[src/pmaf_pkg.sv]
// Shared constants, register indexes and controller/datapath interface types
// for the pad menu and autofire block. No dependencies.
package pmaf_pkg;

   localparam int unsigned PadWidth   = 16;
   localparam int unsigned CsrIdxW    = 3;
   localparam int unsigned CsrDataW   = 8;
   localparam int unsigned RemWidth   = 9;
   localparam int unsigned RemCountW  = 4;

   localparam logic [RemCountW-1:0] RemSteps = RemCountW'(RemWidth);

   localparam int unsigned BitUp     = 4;
   localparam int unsigned BitRight  = 5;
   localparam int unsigned BitDown   = 6;
   localparam int unsigned BitLeft   = 7;
   localparam int unsigned BitMenu   = 10;
   localparam int unsigned BitTurboA = 12;
   localparam int unsigned BitA      = 13;
   localparam int unsigned BitB      = 14;
   localparam int unsigned BitTurboB = 15;

   localparam logic [PadWidth-1:0] AnyMask = 16'hFCF9;

   localparam logic [CsrIdxW-1:0] CSR_TURBO_LEVELS = 3'd0;
   localparam logic [CsrIdxW-1:0] CSR_COUNTER_WRAP = 3'd1;
   localparam logic [CsrIdxW-1:0] CSR_MENU_HOLD    = 3'd2;
   localparam logic [CsrIdxW-1:0] CSR_REPEAT_HOLD  = 3'd3;
   localparam logic [CsrIdxW-1:0] CSR_VOLUME_MAX   = 3'd4;
   localparam logic [CsrIdxW-1:0] CSR_BRIGHT_MAX   = 3'd5;

   localparam logic [3:0] RstTurboLevels = 4'd6;
   localparam logic [7:0] RstCounterWrap = 8'd210;
   localparam logic [7:0] RstMenuHold    = 8'd20;
   localparam logic [7:0] RstRepeatHold  = 8'd15;
   localparam logic [3:0] RstVolumeMax   = 4'd4;
   localparam logic [3:0] RstBrightMax   = 4'd4;
   localparam logic [3:0] RstVolLevel    = 4'd3;
   localparam logic [3:0] RstBrightLevel = 4'd4;
   localparam logic [3:0] RstRate        = 4'd3;

   typedef struct packed {
      logic accept;
      logic start;
      logic commit;
   } cmd_type;

   typedef struct packed {
      logic rem_done;
   } status_type;

endpackage

[src/pmaf_rem.sv]
// Iterative restoring remainder unit, one dividend bit per cycle.
// Depends on pmaf_pkg for widths.
module pmaf_rem (
   input  logic                             clock,
   input  logic                             reset,
   input  logic                             start,
   input  logic [pmaf_pkg::RemWidth-1:0]    dividend,
   input  logic [pmaf_pkg::RemWidth-1:0]    divisor,
   output logic [pmaf_pkg::RemWidth-1:0]    remainder,
   output logic                             done
);
   import pmaf_pkg::*;

   logic [RemWidth-1:0]  rem_ff, rem_in;
   logic [RemWidth-1:0]  shift_ff, shift_in;
   logic [RemWidth-1:0]  div_ff, div_in;
   logic [RemCountW-1:0] cnt_ff, cnt_in;
   logic                 busy_ff, busy_in;
   logic                 done_ff, done_in;
   logic [RemWidth:0]    trial;

   always_comb begin
      trial    = {rem_ff, shift_ff[RemWidth-1]};
      rem_in   = rem_ff;
      shift_in = shift_ff;
      div_in   = div_ff;
      cnt_in   = cnt_ff;
      busy_in  = busy_ff;
      done_in  = 1'b0;
      if (start) begin
         rem_in   = '0;
         shift_in = dividend;
         div_in   = divisor;
         cnt_in   = RemSteps;
         busy_in  = 1'b1;
      end else if (busy_ff) begin
         if (trial >= {1'b0, div_ff}) begin
            rem_in = RemWidth'(trial - {1'b0, div_ff});
         end else begin
            rem_in = trial[RemWidth-1:0];
         end
         shift_in = {shift_ff[RemWidth-2:0], 1'b0};
         cnt_in   = cnt_ff - 1'b1;
         if (cnt_ff == RemCountW'(1)) begin
            busy_in = 1'b0;
            done_in = 1'b1;
         end
      end
   end

   always_ff @(posedge clock) begin
      if (reset) begin
         busy_ff <= 1'b0;
         done_ff <= 1'b0;
         cnt_ff  <= '0;
      end else begin
         busy_ff <= busy_in;
         done_ff <= done_in;
         cnt_ff  <= cnt_in;
      end
      rem_ff   <= rem_in;
      shift_ff <= shift_in;
      div_ff   <= div_in;
   end

   assign remainder = rem_ff;
   assign done      = done_ff;

endmodule

[src/pmaf_ctrl.sv]
// Sequencer for one poll: accept, start remainders, commit, present result.
// Depends on pmaf_pkg for command and status types.
module pmaf_ctrl (
   input  logic                   clock,
   input  logic                   reset,
   input  logic                   req_valid,
   output logic                   req_stall,
   output logic                   rsp_valid,
   input  logic                   rsp_stall,
   input  pmaf_pkg::status_type   status,
   output pmaf_pkg::cmd_type      cmd
);
   import pmaf_pkg::*;

   localparam logic [1:0] S_IDLE  = 2'd0;
   localparam logic [1:0] S_START = 2'd1;
   localparam logic [1:0] S_RUN   = 2'd2;
   localparam logic [1:0] S_OUT   = 2'd3;

   logic [1:0] state_ff, state_in;

   always_comb begin
      state_in = state_ff;
      case (state_ff)
         S_IDLE: begin
            if (req_valid) state_in = S_START;
         end
         S_START: state_in = S_RUN;
         S_RUN: begin
            if (status.rem_done) state_in = S_OUT;
         end
         S_OUT: begin
            if (!rsp_stall) state_in = S_IDLE;
         end
         default: state_in = S_IDLE;
      endcase
   end

   always_ff @(posedge clock) begin
      if (reset) begin
         state_ff <= S_IDLE;
      end else begin
         state_ff <= state_in;
      end
   end

   assign req_stall  = (state_ff != S_IDLE);
   assign rsp_valid  = (state_ff == S_OUT);
   assign cmd.accept = (state_ff == S_IDLE) && req_valid;
   assign cmd.start  = (state_ff == S_START);
   assign cmd.commit = (state_ff == S_RUN) && status.rem_done;

endmodule

[src/pmaf_dp.sv]
// Datapath: settings registers, menu/autofire state, four remainder lanes
// and the result register. Depends on pmaf_pkg and pmaf_rem.
module pmaf_dp (
   input  logic                              clock,
   input  logic                              reset,
   input  pmaf_pkg::cmd_type                 cmd,
   output pmaf_pkg::status_type              status,
   input  logic                              csr_wr_en,
   input  logic [pmaf_pkg::CsrIdxW-1:0]      csr_index,
   input  logic [pmaf_pkg::CsrDataW-1:0]     csr_wdata,
   input  logic [pmaf_pkg::PadWidth-1:0]     req_pad_in,
   output logic [pmaf_pkg::PadWidth-1:0]     rsp_pad_out,
   output logic                              rsp_menu_visible,
   output logic [3:0]                        rsp_volume_now,
   output logic [3:0]                        rsp_brightness_now,
   output logic                              rsp_stretch_x,
   output logic                              rsp_stretch_y,
   output logic [3:0]                        rsp_autofire_a_rate,
   output logic [3:0]                        rsp_autofire_b_rate
);
   import pmaf_pkg::*;

   logic [3:0] turbo_levels_ff;
   logic [7:0] counter_wrap_ff, menu_hold_ff, repeat_hold_ff;
   logic [3:0] volume_max_ff, bright_max_ff;

   logic [7:0]          hold_ff, hold_in;
   logic                menu_ff, menu_in;
   logic [3:0]          vol_ff, vol_in, bright_ff, bright_in;
   logic                xs_ff, xs_in, ys_ff, ys_in;
   logic [3:0]          rate_a_ff, rate_a_in, rate_b_ff, rate_b_in;
   logic [7:0]          phase_a_ff, phase_a_in, phase_b_ff, phase_b_in;
   logic [PadWidth-1:0] word_ff, word_in;

   logic [PadWidth-1:0] pad_out_ff, pad_out_in;
   logic                menu_out_ff;
   logic [3:0]          vol_out_ff, bright_out_ff, rate_a_out_ff, rate_b_out_ff;
   logic                xs_out_ff, ys_out_ff;

   logic [7:0]          hold_dec;
   logic                menu_toggle;
   logic [3:0]          levels;
   logic [RemWidth-1:0] wrap;
   logic [RemWidth-1:0] fa_dividend, fa_divisor, fb_dividend, fb_divisor;
   logic [RemWidth-1:0] pa_dividend, pb_dividend;
   logic [RemWidth-1:0] fa_rem, fb_rem, pa_rem, pb_rem;
   logic                fa_done, fb_done, pa_done, pb_done;
   logic [3:0]          vol_step;
   logic [3:0]          bright_step;

   function automatic logic pressed(input logic [PadWidth-1:0] w, input int unsigned b);
      pressed = !w[b];
   endfunction

   always_ff @(posedge clock) begin
      if (reset) begin
         turbo_levels_ff <= RstTurboLevels;
         counter_wrap_ff <= RstCounterWrap;
         menu_hold_ff    <= RstMenuHold;
         repeat_hold_ff  <= RstRepeatHold;
         volume_max_ff   <= RstVolumeMax;
         bright_max_ff   <= RstBrightMax;
      end else if (csr_wr_en) begin
         case (csr_index)
            CSR_TURBO_LEVELS: turbo_levels_ff <= csr_wdata[3:0];
            CSR_COUNTER_WRAP: counter_wrap_ff <= csr_wdata;
            CSR_MENU_HOLD:    menu_hold_ff    <= csr_wdata;
            CSR_REPEAT_HOLD:  repeat_hold_ff  <= csr_wdata;
            CSR_VOLUME_MAX:   volume_max_ff   <= csr_wdata[3:0];
            CSR_BRIGHT_MAX:   bright_max_ff   <= csr_wdata[3:0];
            default: ;
         endcase
      end
   end

   always_comb begin
      levels      = (turbo_levels_ff != 4'd0) ? turbo_levels_ff : 4'd1;
      wrap        = (counter_wrap_ff != 8'd0) ? {1'b0, counter_wrap_ff} : 9'd256;
      fa_dividend = menu_ff ? RemWidth'(rate_a_ff) + 1'b1 : {1'b0, phase_a_ff};
      fb_dividend = menu_ff ? RemWidth'(rate_b_ff) + 1'b1 : {1'b0, phase_b_ff};
      fa_divisor  = menu_ff ? RemWidth'(levels) : {4'd0, rate_a_ff, 1'b0};
      fb_divisor  = menu_ff ? RemWidth'(levels) : {4'd0, rate_b_ff, 1'b0};
      pa_dividend = {1'b0, phase_a_ff} + 1'b1;
      pb_dividend = {1'b0, phase_b_ff} + 1'b1;
   end

   pmaf_rem u_rem_fa (
      .clock(clock), .reset(reset), .start(cmd.start),
      .dividend(fa_dividend), .divisor(fa_divisor),
      .remainder(fa_rem), .done(fa_done)
   );
   pmaf_rem u_rem_fb (
      .clock(clock), .reset(reset), .start(cmd.start),
      .dividend(fb_dividend), .divisor(fb_divisor),
      .remainder(fb_rem), .done(fb_done)
   );
   pmaf_rem u_rem_pa (
      .clock(clock), .reset(reset), .start(cmd.start),
      .dividend(pa_dividend), .divisor(wrap),
      .remainder(pa_rem), .done(pa_done)
   );
   pmaf_rem u_rem_pb (
      .clock(clock), .reset(reset), .start(cmd.start),
      .dividend(pb_dividend), .divisor(wrap),
      .remainder(pb_rem), .done(pb_done)
   );

   assign status.rem_done = fa_done & fb_done & pa_done & pb_done;

   always_comb begin
      hold_in     = hold_ff;
      menu_in     = menu_ff;
      vol_in      = vol_ff;
      bright_in   = bright_ff;
      xs_in       = xs_ff;
      ys_in       = ys_ff;
      rate_a_in   = rate_a_ff;
      rate_b_in   = rate_b_ff;
      phase_a_in  = phase_a_ff;
      phase_b_in  = phase_b_ff;
      word_in     = word_ff;
      pad_out_in  = word_ff;
      hold_dec    = (hold_ff != 8'd0) ? hold_ff - 1'b1 : 8'd0;
      menu_toggle = pressed(req_pad_in, BitMenu) && (hold_dec == 8'd0);
      vol_step    = vol_ff;
      bright_step = bright_ff;

      if (cmd.accept) begin
         word_in = req_pad_in;
         hold_in = menu_toggle ? menu_hold_ff : hold_dec;
         menu_in = menu_ff ^ menu_toggle;
      end

      if (cmd.commit) begin
         if (menu_ff) begin
            if (hold_ff == 8'd0) begin
               if (pressed(word_ff, BitUp) && (vol_step < volume_max_ff))
                  vol_step = vol_step + 1'b1;
               if (pressed(word_ff, BitDown) && (vol_step != 4'd0))
                  vol_step = vol_step - 1'b1;
               if (pressed(word_ff, BitRight) && (bright_step < bright_max_ff))
                  bright_step = bright_step + 1'b1;
               if (pressed(word_ff, BitLeft) && (bright_step != 4'd0))
                  bright_step = bright_step - 1'b1;
               vol_in    = vol_step;
               bright_in = bright_step;
               if (pressed(word_ff, BitA)) ys_in = !ys_ff;
               if (pressed(word_ff, BitB)) xs_in = !xs_ff;
               if (pressed(word_ff, BitTurboA)) rate_a_in = fa_rem[3:0];
               if (pressed(word_ff, BitTurboB)) rate_b_in = fb_rem[3:0];
               if ((~word_ff & AnyMask) != '0) hold_in = repeat_hold_ff;
            end
         end else begin
            if ((rate_a_ff != 4'd0) && pressed(word_ff, BitTurboA)) begin
               pad_out_in[BitA] = (fa_rem != '0);
               phase_a_in       = pa_rem[7:0];
            end else begin
               phase_a_in = 8'd0;
            end
            if ((rate_b_ff != 4'd0) && pressed(word_ff, BitTurboB)) begin
               pad_out_in[BitB] = (fb_rem != '0);
               phase_b_in       = pb_rem[7:0];
            end else begin
               phase_b_in = 8'd0;
            end
         end
      end
   end

   always_ff @(posedge clock) begin
      if (reset) begin
         hold_ff    <= 8'd0;
         menu_ff    <= 1'b0;
         vol_ff     <= RstVolLevel;
         bright_ff  <= RstBrightLevel;
         xs_ff      <= 1'b0;
         ys_ff      <= 1'b0;
         rate_a_ff  <= RstRate;
         rate_b_ff  <= RstRate;
         phase_a_ff <= 8'd0;
         phase_b_ff <= 8'd0;
      end else begin
         hold_ff    <= hold_in;
         menu_ff    <= menu_in;
         vol_ff     <= vol_in;
         bright_ff  <= bright_in;
         xs_ff      <= xs_in;
         ys_ff      <= ys_in;
         rate_a_ff  <= rate_a_in;
         rate_b_ff  <= rate_b_in;
         phase_a_ff <= phase_a_in;
         phase_b_ff <= phase_b_in;
      end
      word_ff <= word_in;
      if (cmd.commit) begin
         pad_out_ff    <= pad_out_in;
         menu_out_ff   <= menu_ff;
         vol_out_ff    <= vol_in;
         bright_out_ff <= bright_in;
         xs_out_ff     <= xs_in;
         ys_out_ff     <= ys_in;
         rate_a_out_ff <= rate_a_in;
         rate_b_out_ff <= rate_b_in;
      end
   end

   assign rsp_pad_out         = pad_out_ff;
   assign rsp_menu_visible    = menu_out_ff;
   assign rsp_volume_now      = vol_out_ff;
   assign rsp_brightness_now  = bright_out_ff;
   assign rsp_stretch_x       = xs_out_ff;
   assign rsp_stretch_y       = ys_out_ff;
   assign rsp_autofire_a_rate = rate_a_out_ff;
   assign rsp_autofire_b_rate = rate_b_out_ff;

endmodule

[src/pad_menu_and_autofire.sv]
// Top level of the pad menu and autofire block: controller plus datapath.
// Depends on pmaf_pkg, pmaf_ctrl, pmaf_dp (and pmaf_rem below it).
//
//   channel | ports                         | handshake
//   req     | req_pad_in                    | req_valid / req_stall
//   rsp     | rsp_pad_out ... rsp_*_rate    | rsp_valid / rsp_stall
//   csr     | csr_index, csr_wdata          | csr_wr_en, no wait
//
// One poll at a time: accept, the start state, nine remainder steps (the
// 9-bit restoring remainder lanes set this), commit as the lanes finish,
// then the result is offered until taken with rsp_stall low, after which
// the next poll may be accepted. req_stall is high once a poll is accepted
// until the result beat is taken. Synchronous reset restores settings, menu,
// autofire and control state to defaults, not the result; no clearing pass.
module pad_menu_and_autofire (
   input  logic                           clock,
   input  logic                           reset,
   input  logic                           req_valid,
   output logic                           req_stall,
   input  logic [pmaf_pkg::PadWidth-1:0]  req_pad_in,
   output logic                           rsp_valid,
   input  logic                           rsp_stall,
   output logic [pmaf_pkg::PadWidth-1:0]  rsp_pad_out,
   output logic                           rsp_menu_visible,
   output logic [3:0]                     rsp_volume_now,
   output logic [3:0]                     rsp_brightness_now,
   output logic                           rsp_stretch_x,
   output logic                           rsp_stretch_y,
   output logic [3:0]                     rsp_autofire_a_rate,
   output logic [3:0]                     rsp_autofire_b_rate,
   input  logic                           csr_wr_en,
   input  logic [pmaf_pkg::CsrIdxW-1:0]   csr_index,
   input  logic [pmaf_pkg::CsrDataW-1:0]  csr_wdata
);
   import pmaf_pkg::*;

   cmd_type    cmd;
   status_type status;

   pmaf_ctrl u_ctrl (
      .clock     (clock),
      .reset     (reset),
      .req_valid (req_valid),
      .req_stall (req_stall),
      .rsp_valid (rsp_valid),
      .rsp_stall (rsp_stall),
      .status    (status),
      .cmd       (cmd)
   );

   pmaf_dp u_dp (
      .clock               (clock),
      .reset               (reset),
      .cmd                 (cmd),
      .status              (status),
      .csr_wr_en           (csr_wr_en),
      .csr_index           (csr_index),
      .csr_wdata           (csr_wdata),
      .req_pad_in          (req_pad_in),
      .rsp_pad_out         (rsp_pad_out),
      .rsp_menu_visible    (rsp_menu_visible),
      .rsp_volume_now      (rsp_volume_now),
      .rsp_brightness_now  (rsp_brightness_now),
      .rsp_stretch_x       (rsp_stretch_x),
      .rsp_stretch_y       (rsp_stretch_y),
      .rsp_autofire_a_rate (rsp_autofire_a_rate),
      .rsp_autofire_b_rate (rsp_autofire_b_rate)
   );

endmodule
[config.mk]
export PLATFORM = sky130hd
export DESIGN_NAME = pad_menu_and_autofire
export DESIGN_NICKNAME = d
export VERILOG_FILES = /design/src/pmaf_pkg.sv /design/src/pmaf_rem.sv /design/src/pmaf_ctrl.sv /design/src/pmaf_dp.sv /design/src/pad_menu_and_autofire.sv
export SDC_FILE = /design/constraint.sdc
export NUM_CORES = 1
export LEC_CHECK = 0
export BUFFER_PORTS_ARGS = -buffer_cell sky130_fd_sc_hd__buf_4
export CORE_MARGIN = 10
export CORE_UTILIZATION = 40
export DETAILED_ROUTE_END_ITERATION = 8
export GPL_TIMING_DRIVEN = 0
export PLACE_DENSITY_LB_ADDON = 0.05
export SETUP_SLACK_MARGIN = 0.1
export SKIP_CTS_REPAIR_TIMING = 1
export SLEW_MARGIN = 20
export SYNTH_ARGS = -nofsm -noshare
export SYNTH_HDL_FRONTEND = slang
export SYNTH_SLANG_ARGS = --single-unit
[constraint.sdc]
create_clock -name clock -period 7.25 [get_ports clock]
set_input_delay 1.45 -clock clock [delete_from_list [all_inputs] [get_ports clock]]
set_output_delay 1.45 -clock clock [all_outputs]
set_load 0.02 [all_outputs]
; ---- Word-level counts from Yosys, hierarchy flattened
; Index checks and enable logic that the tools add are counted.
[classes]
n_addsub = 17
n_lt_le_gt_ge = 6
eq_ne = 15
mux = 90
n_bitwise = 10
reduce_logical = 50
[op_table]
columns = cell, n
row1 = 4-bit two-way mux, 35
row2 = 9-bit two-way mux, 15
row3 = 8-bit two-way mux, 9
row4 = 10-bit by 9-bit >= comparator with 1-bit output, 4
row5 = 9-bit subtractor, 4
row6 = 1-bit two-way mux, 26
row7 = "4-bit by 1-bit subtractor with 4-bit output, second input constant", 6
row8 = 4-bit nonzero test, 5
row9 = "8-bit by 1-bit adder with 9-bit output, second input constant", 2
row10 = 9-bit nonzero test, 2
row11 = "4-bit by 1-bit equality test with 1-bit output, second input constant", 4
row12 = 8-bit zero test, 2
row13 = 16-bit inverter, 1
row14 = 16-bit nonzero test, 1
row15 = 8-bit nonzero test, 2
row16 = 2-bit AND reduction, 7
row17 = 3-bit OR reduction, 4
row18 = "4-bit by 1-bit adder with 5-bit output, second input constant", 2
row19 = 2-bit nonzero test, 5
row20 = 1-bit logical AND, 9
row21 = 1-bit zero test, 9
row22 = "4-bit by 1-bit adder with 4-bit output, second input constant", 2
row23 = 4-bit < comparator, 2
row24 = 2-bit two-way mux, 4
row25 = other kinds (16), 26
[totals]
regBits = 254
out_inout_bits = 37
word_cells = 245

; ---- Depth between registers and ports, before layout
; Gate-level depths: netlist of the first run.
[depth]
depth_word = 12
mapped_depth = 13
mapped_depth_nobuf = 13

; ---- Modules after synthesis
; A second synthesis of the first run with hierarchy kept.
[unflattened]
hier_cells = 1329
hier_area_um2 = 13563.0
[by_module_without_submodules]
columns = module, n_inst, cells_per_inst, area_each_um2
row1 = pmaf_dp, 1, 635, 6179.7
row2 = pmaf_rem at u_dp.u_rem_fa ..., 3, 169, 1809.2
row3 = pmaf_rem at u_dp.u_rem_pb, 1, 167, 1776.7
row4 = pmaf_ctrl, 1, 20, 178.9

; ---- Worst setup path before layout of the first run
; OpenSTA, ideal clock, no wires.
[synth_path]
kind = reg-to-reg
from = reg u_dp.bright_ff[1]
to = reg u_dp.bright_out_ff[1] (netlist: u_dp.rsp_brightness_now[1]), data pin
setup_time_ns = 0.268
arrival_time_ns = 2.679
setup_slack_ns = 4.303
stages_incl_launch_ff = 12
path_buffers = 0
path_cell_list = dfxtp_1 -> ha_1 -> or4_1 -> a21o_1 -> nand2_1 -> xnor2_1 -> ha_1 -> nor3b_1 -> nand2_1 -> o21ai_0 -> or4_1 -> nand3_1
[synth_between]
elab_chain_len = 12
word_cells_on_any_way = 14
classes_between = add/sub: 2 / order compare: 1 / mux: 8 / reduce/logical: 3
[synth_rtl]
columns = item, line_no
row1 = from (decl), pmaf_dp.sv:29  ; logic [3:0] vol_ff, vol_in, bright_ff, bright_in;
row2 = from (signal assigned), pmaf_dp.sv:175  ; bright_ff <= RstBrightLevel;
row3 = from (signal assigned), pmaf_dp.sv:186  ; bright_ff <= bright_in;
row4 = branches (longest 11 deep; another with 4-bit < comparator), -
row5 = 4-bit two-way mux (*), pmaf_dp.sv:134  ; if (cmd.commit) begin
row6 = net u_dp.bright_in[1], pmaf_dp.sv:29
row7 = to (signal assigned), pmaf_dp.sv:199  ; bright_out_ff <= bright_in;
row8 = to (decl), pmaf_dp.sv:37  ; logic [3:0] vol_out_ff, bright_out_ff, rate_a_out_ff, rate_b_out_ff;
; Mark *: on every way through the listed nets, which the timed path passes. The select of a mux whose other input is x is not followed.
; A chain may end at the register's enable or synchronous reset.

; ---- Worst setup path after layout of the first run
[layout_path]
from = reg u_ctrl.state_ff[1]
to = reg u_dp.u_rem_pa.shift_ff[6], data pin
[layout_between]
elab_chain_len = 2
[layout_rtl]
columns = item, line_no
row1 = from (decl), pmaf_ctrl.sv:20  ; logic [1:0] state_ff, state_in;
row2 = from (signal assigned), pmaf_ctrl.sv:43  ; state_ff <= state_in;
row3 = 2-bit by 1-bit equality test with 1-bit output, pmaf_ctrl.sv:50  ; assign cmd.start = (state_ff == S_START);
row4 = 9-bit two-way mux, pmaf_rem.sv:30  ; if (start) begin
row5 = net u_dp.u_rem_pa.shift_in[6], pmaf_rem.sv:15  ; logic [RemWidth-1:0] shift_ff, shift_in;
row6 = to (signal assigned), pmaf_rem.sv:62  ; shift_ff <= shift_in;
row7 = to (decl), pmaf_rem.sv:15
; The timed path passes the listed nets, and every way through them passes these cells.

==> results of run 1 <==
[registers in the layout, indices dropped and copies added (netlist names), 5 cells and up]
| register | cells |
|---|---|
| u_dp.menu_hold_ff | 8 |
| u_dp.u_rem_pb.remainder | 9 |
| u_dp.hold_ff | 8 |
| u_dp.u_rem_pa.shift_ff | 9 |
| u_dp.word_ff | 16 |
| u_dp.phase_b_ff | 8 |
| u_dp.u_rem_fb.div_ff | 5 |
| u_dp.u_rem_fb.shift_ff | 9 |
| u_dp.u_rem_pa.remainder | 9 |
| u_dp.u_rem_fb.remainder | 9 |
| u_dp.repeat_hold_ff | 8 |
| u_dp.u_rem_pb.shift_ff | 9 |
| u_dp.u_rem_fa.remainder | 9 |
| u_dp.u_rem_fa.shift_ff | 9 |
| u_dp.rsp_pad_out | 16 |
| u_dp.counter_wrap_ff | 8 |
| u_dp.phase_a_ff | 8 |
| u_dp.u_rem_pa.div_ff | 9 |
[per-layer routing]
metal  up-vias  wire (um)  global-route usage
met5         -          0                   0
met4         0        530              0.0333
met3        39       1210              0.0220
met2       161      16200               0.291
met1      4696      16000               0.234
li1       4926          -                   -
[through the flow]
stage	cell area, um2	utilization
3_5_place_dp	13500	0.440
2_1_floorplan	12500	-
3_3_place_gp	13500	0.439
5_1_grt	14500	0.473
6_report	14500	0.473
4_1_cts	14500	0.473
[cell usage after synthesis (6+ instances only)]
library cell  count
nand2b_1         21
a21o_1            8
o21ai_0          50
or2_2             7
nor3b_1           9
and2_1           13
nor4_1            9
or3_1            11
ha_1             58
o21a_1           12
edfxtp_1        105
and3_1            6
nor2_1          160
o31ai_1           9
a21oi_1          71
or4_1             6
a311oi_1         12
dfxtp_1         141
mux2i_1          34
mux2_2           16
nand3b_1          7
nor2b_1          21
clkbuf_1         63
nor3_1           27
a22oi_1          18
nand3_1          40
xnor2_1          15
a31oi_1          11
nand2_1         121
xor2_1           37
nand4_1          11
nor4b_1           9
o211ai_1         14
a211oi_1         18
inv_1            77
[worst paths after layout]
check | start | endpoint | slack, ns
setup reg to reg | u_ctrl.state_ff[1]$_SDFFE_PP0P_ | u_dp.u_rem_pa.shift_ff[6]$_DFFE_PP_ | 3.29
setup / recovery | u_ctrl.state_ff[1]$_SDFFE_PP0P_ | u_dp.u_rem_pa.shift_ff[6]$_DFFE_PP_ | 3.29
hold reg to reg | u_dp.word_ff[9]$_DFFE_PP_ | u_dp.rsp_pad_out[9]$_DFFE_PP_ | 0.42
hold / removal | u_dp.word_ff[9]$_DFFE_PP_ | u_dp.rsp_pad_out[9]$_DFFE_PP_ | 0.42
[final cells by class]
| cell class | instances | area (um2) | area share |
|---|---|---|---|
| sequential | 246 | 5980 | 0.411 |
| clock inverter | 18 | 240 | 0.0165 |
| buffer | 69 | 265 | 0.0183 |
| tap | 396 | 495 | 0.0341 |
| clock buffer | 34 | 754 | 0.0519 |
| timing repair buffer | 68 | 523 | 0.0360 |
| inverter | 78 | 293 | 0.0201 |
| multi-input combinational | 927 | 5990 | 0.412 |
[power by group through the flow]
stage          registers [mW]  clock network, mW  logic (mW)
2_1_floorplan            1.98                  0        1.35
3_3_place_gp             2.07                  0        1.78
3_5_place_dp             2.07                  0        1.79
4_1_cts                  2.04               1.56        1.80
5_1_grt                  2.08               1.61        2.04
6_report                 2.04               1.53        1.79
[cells by family after synthesis]
logic type,synth area share
buf+inv,0.0445
mux,0.0416
flops,0.478
compound gates,0.144
simple gates,0.192
fa+ha+maj,0.0644
xor+xnor,0.0364
==> results.yml, run 1 <==
global_routing:
  grt_pass1_wl_mm: 53.9
  grt_pass1_vias: 9498
  gr-total-overflow: 0
  grt_max_degree: 34
  antenna_found_initial: 0
  grt_use_total: 0.173
die:
  dieWidth_um: 197
  initial_core_util: 0.407
  ios: 69
  num_rows: 64
  core_region_area_um2: 30700
  die_area_um2: 38800
  die_h_um: 197
run:
  maxCapViolations: 0
timing:
  hold_ws_ns: 0.421
  period_needed_ns: 3.96
  drv_slew: 0
  fmax_mhz: 252
  min_period_over_period: 0.547
  hold_viol: 0
  setup_slack_ns: 3.29
  finClkSkew_ns: 0.00890
  slew_headroom: 0.282
  setup_viol: 0
  fin_tns_setup_ns: 0
  rsz0062_at_grt: "false"
  tightestPinTransition_ns: 1.08
finish:
  drive_gt1_frac: 0.107
  fill_cells: 3010
  num-nets-final: 1512
  layout_common_cells: "160 x nor2_1, 141 x dfxtp_1, 121 x nand2_1"
  syn_to_final_growth_pct: 16.1
  final_common_cell: "nor2_1"
  antenna-diode-count: 0
  fin_cells: 1836
detailed_routing:
  ant_nets: 0
  drc: 0
  first_pass_iters: 5
  routedWlPerCell_um: 18.5
  num_vias: 9822
  totalWireLength_mm: 34.0
  viasPerCell: 5.35
  dr.first_iter.drc_count: 595
synthesis:
  synth.top_cells.by_area: "edfxtp_1 25%, dfxtp_1 23%, ha_1 5.8%"
  syn_area_um2: 12500
  synth_edf_count: 105
  ys_ff_latch: 246
  yosys.area.top_type: "edfxtp_1"
  yosys_warnings: 0
  ys_types: 65
  syn_avg_cell_area_um2: 9.48
  ys_seq_area_frac: 0.478
  synthesis.nets: 1414
  synth_cells: 1320
  synthArstFlopShare: 0
  synth_flop_cell: "dfxtp_1"
  synth.top_cell.area_share: 0.252
power:
  powerDensity_nw_per_um2: 369
  p_leak_nw: 5.63
  total_power_mw: 5.36
  peakVddDrop_uv: 196
  power_frac_comb: 0.334
  power_frac_seq: 0.381
  switching_share: 0.358
  p_sw_mw: 1.92
  power_frac_clock: 0.285
  p_int_mw: 3.44
status:
  status: "finished clean"
critical_path:
  path_delay_family: "buffers and inverters"
  criticalPathCategory: "flip-flop to flip-flop"
  worst_ep_required_time_ns: 7.51
  cp_slowest_cell: "ha_1"
  cp_num_buf_inv: 5
  end_kind: "flip-flop"
  cp_common_cell: "clkbuf_1"
  path_depth: 7
  critPathArrivalTime_ns: 4.22
  crit_fanout: 19
  start_kind: "flip-flop"
  rr_worst_depth: 7
  cp_cell_sequence: "inv_1, ha_1, clkbuf_1, clkbuf_1, clkbuf_1, buf_1, a21oi_1"
  slowest_delay_ns: 0.88
clocking:
  clockBufferDepth: 3
  cts-htree-levels: 1
  numCtsBuffers: 28
  path_clk_slew_ns: 0.06
  cts.sinks: 246
  clkLatencyLatePin_ns: 0.54
  cts_tree: "built"
  clockRootBuffer: "clkbuf_16"
placement:
  portBuffers: 67
  place_ws_ns: 3.30
  placed_cells: 1784
  hpwlAfterDp_mm: 25.1
  globalplace.congestion: 0.849
worst_hold_path:
  min-delay-path-class: "flip-flop to flip-flop"
  worstHoldPathCells: 0
Note: power is estimated with default switching activity, not from simulation.
==> inputs of run 2 (changes only) <==
ABC_AREA = 1   (was not set)
clock period = 4 ns   (was 7.25 ns; I/O delays follow)
==> run 2 against run 1 <==
  * Routed wire length decreased by 7.1%
  * Combinational power grew 69%
  * Via count is 0.83% lower
  * Clock power is 65% higher
  * Total power grew 71%
  * Synthesized cell count grew 8.7%
  * Critical endpoint is now u_dp.u_rem_fa.shift_ff[8]$_SDFFCE_PP0P_
  * Highest routed layer unchanged
==> results.yml, run 2 <==
status:
  status: "finished clean"
synthesis:
  synth_cells: 1435
  syn_area_um2: 11900
  synthSimpleGateAreaFrac: 0.203
  ys_top_cells_by_count: "325 x nand2_1, 198 x inv_1, 141 x dfxtp_1"
  synth_compound_area_frac: 0.132
  synth_xor_area_frac: 0.0198
  synth.top_cells.by_area: "edfxtp_1 26%, dfxtp_1 24%, nand2_1 10%"
  synthArstFlopShare: 0
  synth_most_common_cell: "nand2_1"
  synth_edf_count: 105
  yosys.area.top_type: "edfxtp_1"
  yosys_warnings: 0
  synthesis.nets: 1529
  syn_avg_cell_area_um2: 8.31
  synth.top_cell.area_share: 0.264
  synth_top_family_by_area: "simple AND/OR/NAND/NOR gates"
  synth_fa_ha_area_frac: 0.0675
  synth_flop_cell: "dfxtp_1"
  ys_seq_area_frac: 0.501
  ys_ff_latch: 246
  ys_types: 47
  synthMuxAreaShare: 0
critical_path:
  cp_num_buf_inv: 4
  end_kind: "flip-flop"
  criticalPathCategory: "flip-flop to flip-flop"
  slowest_delay_ns: 0.81
  path_delay_family: "buffers and inverters"
  cp_cell_sequence: "inv_1, ha_1, clkbuf_1, inv_1, clkbuf_1, nand2_1"
  crit_fanout: 19
  cp_slowest_cell: "ha_1"
  start_kind: "flip-flop"
  worst_ep_required_time_ns: 4.17
  critPathArrivalTime_ns: 3.53
clocking:
  path_clk_slew_ns: 0.06
  cts-htree-levels: 1
  clockBufferDepth: 3
  clkLatencyLatePin_ns: 0.55
  cts.sinks: 246
  clockRootBuffer: "clkbuf_16"
  numCtsBuffers: 28
  cts_tree: "built"
die:
  die_area_um2: 37100
  dieWidth_um: 193
  num_rows: 63
  die_h_um: 193
  core_region_area_um2: 29600
  initial_core_util: 0.404
  ios: 69
global_routing:
  grt_use_total: 0.170
  gr-total-overflow: 0
  antenna_found_initial: 0
  grt_max_degree: 26
  grt_pass1_vias: 9212
  grt_pass1_wl_mm: 50.3
finish:
  final_util: 0.470
  syn_to_final_growth_pct: 16.5
  layout_common_cells: "325 x nand2_1, 198 x inv_1, 141 x dfxtp_1"
  antenna-diode-count: 0
  final_common_cell: "nand2_1"
  fill_cells: 2929
  drive_gt1_frac: 0.0868
  fin_cells: 1946
  num-nets-final: 1628
placement:
  place_ws_ns: 0.604
  placed_cells: 1894
  portBuffers: 67
  globalplace.congestion: 0.874
  hpwlAfterDp_mm: 23.5
timing:
  period_needed_ns: 3.36
  fmax_mhz: 297
  slew_headroom: 0.356
  min_period_over_period: 0.840
  tightestPinTransition_ns: 0.965
  finClkSkew_ns: 0.0190
  drv_slew: 0
  setup_viol: 0
  setup_slack_ns: 0.638
  rsz0062_at_grt: "false"
  hold_viol: 0
detailed_routing:
  num_vias: 9740
  viasPerCell: 5.01
  drc: 0
  dr.first_iter.drc_count: 569
  first_pass_iters: 5
  ant_nets: 0
  routedWlPerCell_um: 16.2
  totalWireLength_mm: 31.6
power:
  power_frac_comb: 0.330
  switching_share: 0.370
  p_sw_mw: 3.40
  powerDensity_nw_per_um2: 661
  p_leak_nw: 5.95
  power_frac_clock: 0.276
  power_frac_seq: 0.394
  peakVddDrop_uv: 319
  p_int_mw: 5.79
worst_hold_path:
  min-delay-path-class: "flip-flop to flip-flop"
run:
  maxCapViolations: 0
-- run 2: cell types whose count changed in the layout (fill, tap and decap cells not counted), moves of 24 or more --
cell      before  now
mux2i_1       34    0
nand2_1      121  325
a21oi_1       71  103
clkbuf_1      66   42
nor2_1       160  113
nand3_1       40   82
o21ai_0       50  108
inv_1         76  198
-- run 2: worst register-to-register path: stages (launching register included) --
cell	delay, ns
dfxtp_1	0.33
inv_1	0.12
ha_1	0.81
clkbuf_1	0.56
inv_1	0.14
clkbuf_1	0.32
nand2_1	0.70
-- run 2: logic make-up (layout without fill, tap and decap cells) --
family                     after synthesis  count (layout)
DFF                                    246             246
buffers and inverters                  243             364
adders and majority gates               62              62
xor gates and xnor gates                27              27
AOI/OAI and AO/OA                      284             284
and+or+nand+nor                        573             573
-- run 2: final timing paths --
path / startpoint / end / slack (ns) / cells past startpoint
worst max-delay path: u_ctrl.state_ff[1]$_SDFFE_PP0P_ / u_dp.u_rem_fa.shift_ff[8]$_SDFFCE_PP0P_ / 0.64 / 6
worst min register to register: u_dp.word_ff[2]$_DFFE_PP_ / u_dp.rsp_pad_out[2]$_DFFE_PP_ / 0.42 / 0
worst min-delay path: u_dp.word_ff[2]$_DFFE_PP_ / u_dp.rsp_pad_out[2]$_DFFE_PP_ / 0.42 / 0
worst max register to register: u_ctrl.state_ff[1]$_SDFFE_PP0P_ / u_dp.u_rem_fa.shift_ff[8]$_SDFFCE_PP0P_ / 0.64 / 6
-- run 2: layout make-up --
| class | instances | area (um2) | area share |
|---|---|---|---|
| inverter | 200 | 751 | 0.0540 |
| tap | 390 | 488 | 0.0351 |
| buffer | 43 | 174 | 0.0125 |
| multi-input combinational | 946 | 5040 | 0.363 |
| sequential | 246 | 5980 | 0.430 |
| timing repair buffer | 69 | 551 | 0.0396 |
| clock inverter | 7 | 73.8 | 0.00531 |
| clock buffer | 45 | 845 | 0.0608 |
-- run 2: layer usage --
layer,GRT usage,wire [um],vias to the layer above
li1,-,-,4981
met1,0.238,15700,4543
met2,0.269,13900,177
met3,0.0275,1380,39
met4,0.0397,530,0
met5,0,0,-
-- run 2: power groups by stage --
| stage | Combinational [mW] | Sequential, mW | Clock [mW] |
|---|---|---|---|
| 6_report | 3.03 | 3.62 | 2.53 |
| 3_5_place_dp | 3.03 | 3.66 | 0 |
| 4_1_cts | 3.05 | 3.62 | 2.60 |
| 3_3_place_gp | 3.01 | 3.66 | 0 |
| 5_1_grt | 3.47 | 3.68 | 2.70 |
| 2_1_floorplan | 2.24 | 3.55 | 0 |
-- run 2: stage by stage --
step / cell area, um2 / setup TNS (ns) / power [mW] / hold WS (ns)
after floorplan: 11900 / 0 / 5.79 / 0.400
after global placement: 12900 / -68.96 / 6.67 / 0.402
after detailed placement: 13000 / 0 / 6.70 / 0.405
after CTS: 13900 / 0 / 9.27 / 0.393
after global routing: 13900 / 0 / 9.85 / 0.388
final: 13900 / 0 / 9.19 / 0.415
==> inputs of run 3 (changes only) <==
ABC_AREA = 0   (was 1)
clock period = 3.34 ns   (was 4 ns; I/O delays follow)
==> run 3 against run 2 <==
  * Sequential power increased by 23%
  * Critical path depth increased by 5
  * Non-clock buffer count increased by 25
  * Combinational power increased by 29%
  * Clock-buffer cell count decreased by 11
  * Die area increased by 4.4%
  * Sequential share of layout area decreased by 2.0 points
  * Hold slack got worse by 0.12 ns
  * Critical path type unchanged
  * Critical endpoint is now u_dp.bright_ff[1]$_SDFF_PP0_
==> results.yml, run 3 (synthesis gave the netlist of run 1 again) <==
status:
  status: "finished clean"
critical_path:
  path_delay_family: "simple AND/OR/NAND/NOR gates"
  rr_worst_depth: 11
  start_kind: "flip-flop"
  slowest_delay_ns: 0.52
  crit_fanout: 8
  worst_ep_required_time_ns: 3.81
  end_kind: "flip-flop"
  critPathArrivalTime_ns: 3.54
  cp_num_buf_inv: 0
  path_depth: 11
  rr_endpoint: "u_dp.bright_ff[1]$_SDFF_PP0_"
  r2r-start: "u_dp.bright_ff[1]$_SDFF_PP0_"
  cp_cell_sequence: "ha_1, or4_1, a21o_1, nand2_2, xnor2_1, ha_1, nor3b_2, a21oi_1, o21ai_2, or4_1, a31oi_1"
  criticalPathCategory: "flip-flop to flip-flop"
  cp_slowest_cell: "or4_1"
  r2r_slack_ns: 0.26
run:
  maxCapViolations: 0
finish:
  fin_cells: 1836
  syn_to_final_growth_pct: 16.4
  drive_gt1_frac: 0.114
  final_common_cell: "nor2_1"
  layout_common_cells: "160 x nor2_1, 141 x dfxtp_1, 120 x nand2_1"
  antenna-diode-count: 0
  num-nets-final: 1512
worst_hold_path:
  min-delay-path-class: "input port to flip-flop"
  hp-start: "req_pad_in[6]"
  worstHoldPathCells: 1
  hold_end: "u_dp.word_ff[6]$_DFFE_PP_"
power:
  power_frac_seq: 0.380
  peakVddDrop_uv: 460
  p_leak_nw: 5.64
  power_frac_comb: 0.335
  powerDensity_nw_per_um2: 800
  p_sw_mw: 4.17
  p_int_mw: 7.49
  power_frac_clock: 0.284
  switching_share: 0.358
die:
  dieWidth_um: 197
  ios: 69
  initial_core_util: 0.407
  num_rows: 64
  core_region_area_um2: 30700
  die_h_um: 197
  die_area_um2: 38800
timing:
  hold_viol: 0
  rsz0062_at_grt: "false"
  period_needed_ns: 3.08
  finClkSkew_ns: 0.00767
  setup_slack_ns: 0.261
  drv_slew: 0
  slew_headroom: 0.299
  tightestPinTransition_ns: 1.05
  setup_viol: 0
  hold_ws_ns: 0.300
  fmax_mhz: 325
  min_period_over_period: 0.922
detailed_routing:
  ant_nets: 0
  viasPerCell: 5.33
  first_pass_iters: 5
  drc: 0
  totalWireLength_mm: 34.1
  dr.first_iter.drc_count: 576
  num_vias: 9781
  routedWlPerCell_um: 18.6
clocking:
  clockRootBuffer: "clkbuf_16"
  clkLatencyLatePin_ns: 0.54
  clockBufferDepth: 3
  path_clk_slew_ns: 0.06
  numCtsBuffers: 28
  cts-htree-levels: 1
  cts_tree: "built"
  cts.sinks: 246
global_routing:
  grt_pass1_wl_mm: 53.9
  grt_pass1_vias: 9498
  gr-total-overflow: 0
  grt_max_degree: 34
  antenna_found_initial: 0
  grt_use_total: 0.173
placement:
  placed_cells: 1784
  globalplace.congestion: 0.849
  portBuffers: 67
  place_ws_ns: -0.606
  hpwlAfterDp_mm: 25.1
[run 3: worst max-delay path by stage]
stage                                     from                              endpoint  slack (ns)
6_report          u_dp.bright_ff[1]$_SDFF_PP0_          u_dp.bright_ff[1]$_SDFF_PP0_        0.26
5_1_grt           u_dp.bright_ff[1]$_SDFF_PP0_          u_dp.bright_ff[1]$_SDFF_PP0_        0.11
4_1_cts        u_ctrl.state_ff[1]$_SDFFE_PP0P_   u_dp.u_rem_pa.shift_ff[5]$_DFFE_PP_       -0.61
3_5_place_dp   u_ctrl.state_ff[1]$_SDFFE_PP0P_   u_dp.u_rem_pa.shift_ff[5]$_DFFE_PP_       -0.61
3_3_place_gp   u_ctrl.state_ff[1]$_SDFFE_PP0P_   u_dp.u_rem_pa.shift_ff[6]$_DFFE_PP_       -0.61
2_1_floorplan     u_dp.bright_ff[1]$_SDFF_PP0_  u_dp.rsp_brightness_now[1]$_DFFE_PP_        0.39
[run 3: worst reg2reg max path, cell delays in order (launching register included)]
cell and delay, ns:
dfxtp_1 0.38, ha_1 0.24, or4_1 0.52, a21o_1 0.20
nand2_2 0.17, xnor2_1 0.10, ha_1 0.25, nor3b_2 0.19
a21oi_1 0.19, o21ai_2 0.11, or4_1 0.51, a31oi_1 0.18
[run 3: power groups by stage]
stage	Clock (mW)	Combinational (mW)	Sequential, mW
5_1_grt	3.50	4.44	4.52
4_1_cts	3.39	3.90	4.44
6_report	3.31	3.91	4.44
3_5_place_dp	0	3.89	4.49
3_3_place_gp	0	3.87	4.49
2_1_floorplan	0	2.92	4.31
[run 3: through the flow]
step                      area (um2)  utilization  setup TNS (ns)  power (mW)
after floorplan                12500            -               0        7.23
after global placement         13500        0.439          -15.18        8.35
after detailed placement       13500        0.440          -16.27        8.38
after CTS                      14500        0.473          -16.59        11.7
after global routing           14600        0.474               0        12.5
final                          14600        0.474               0        11.7
[run 3: area by class of cell]
| type | count | area [um2] |
|---|---|---|
| fillers | 3005 | 16200 |
| multi-input cells | 927 | 6020 |
| flip-flops and latches | 246 | 5980 |
| clock buffers | 34 | 754 |
| repair buffers | 68 | 523 |
| well taps | 396 | 495 |
| inverters | 78 | 293 |
| plain buffers | 69 | 269 |
| clock inverters | 18 | 240 |
[run 3: per-layer routing]
| metal | up-vias | routed length [um] | track usage |
|---|---|---|---|
| li1 | 4922 | - | - |
| met1 | 4661 | 16100 | 0.234 |
| met2 | 161 | 16200 | 0.291 |
| met3 | 37 | 1190 | 0.0220 |
| met4 | 0 | 515 | 0.0333 |
| met5 | - | 0 | 0 |
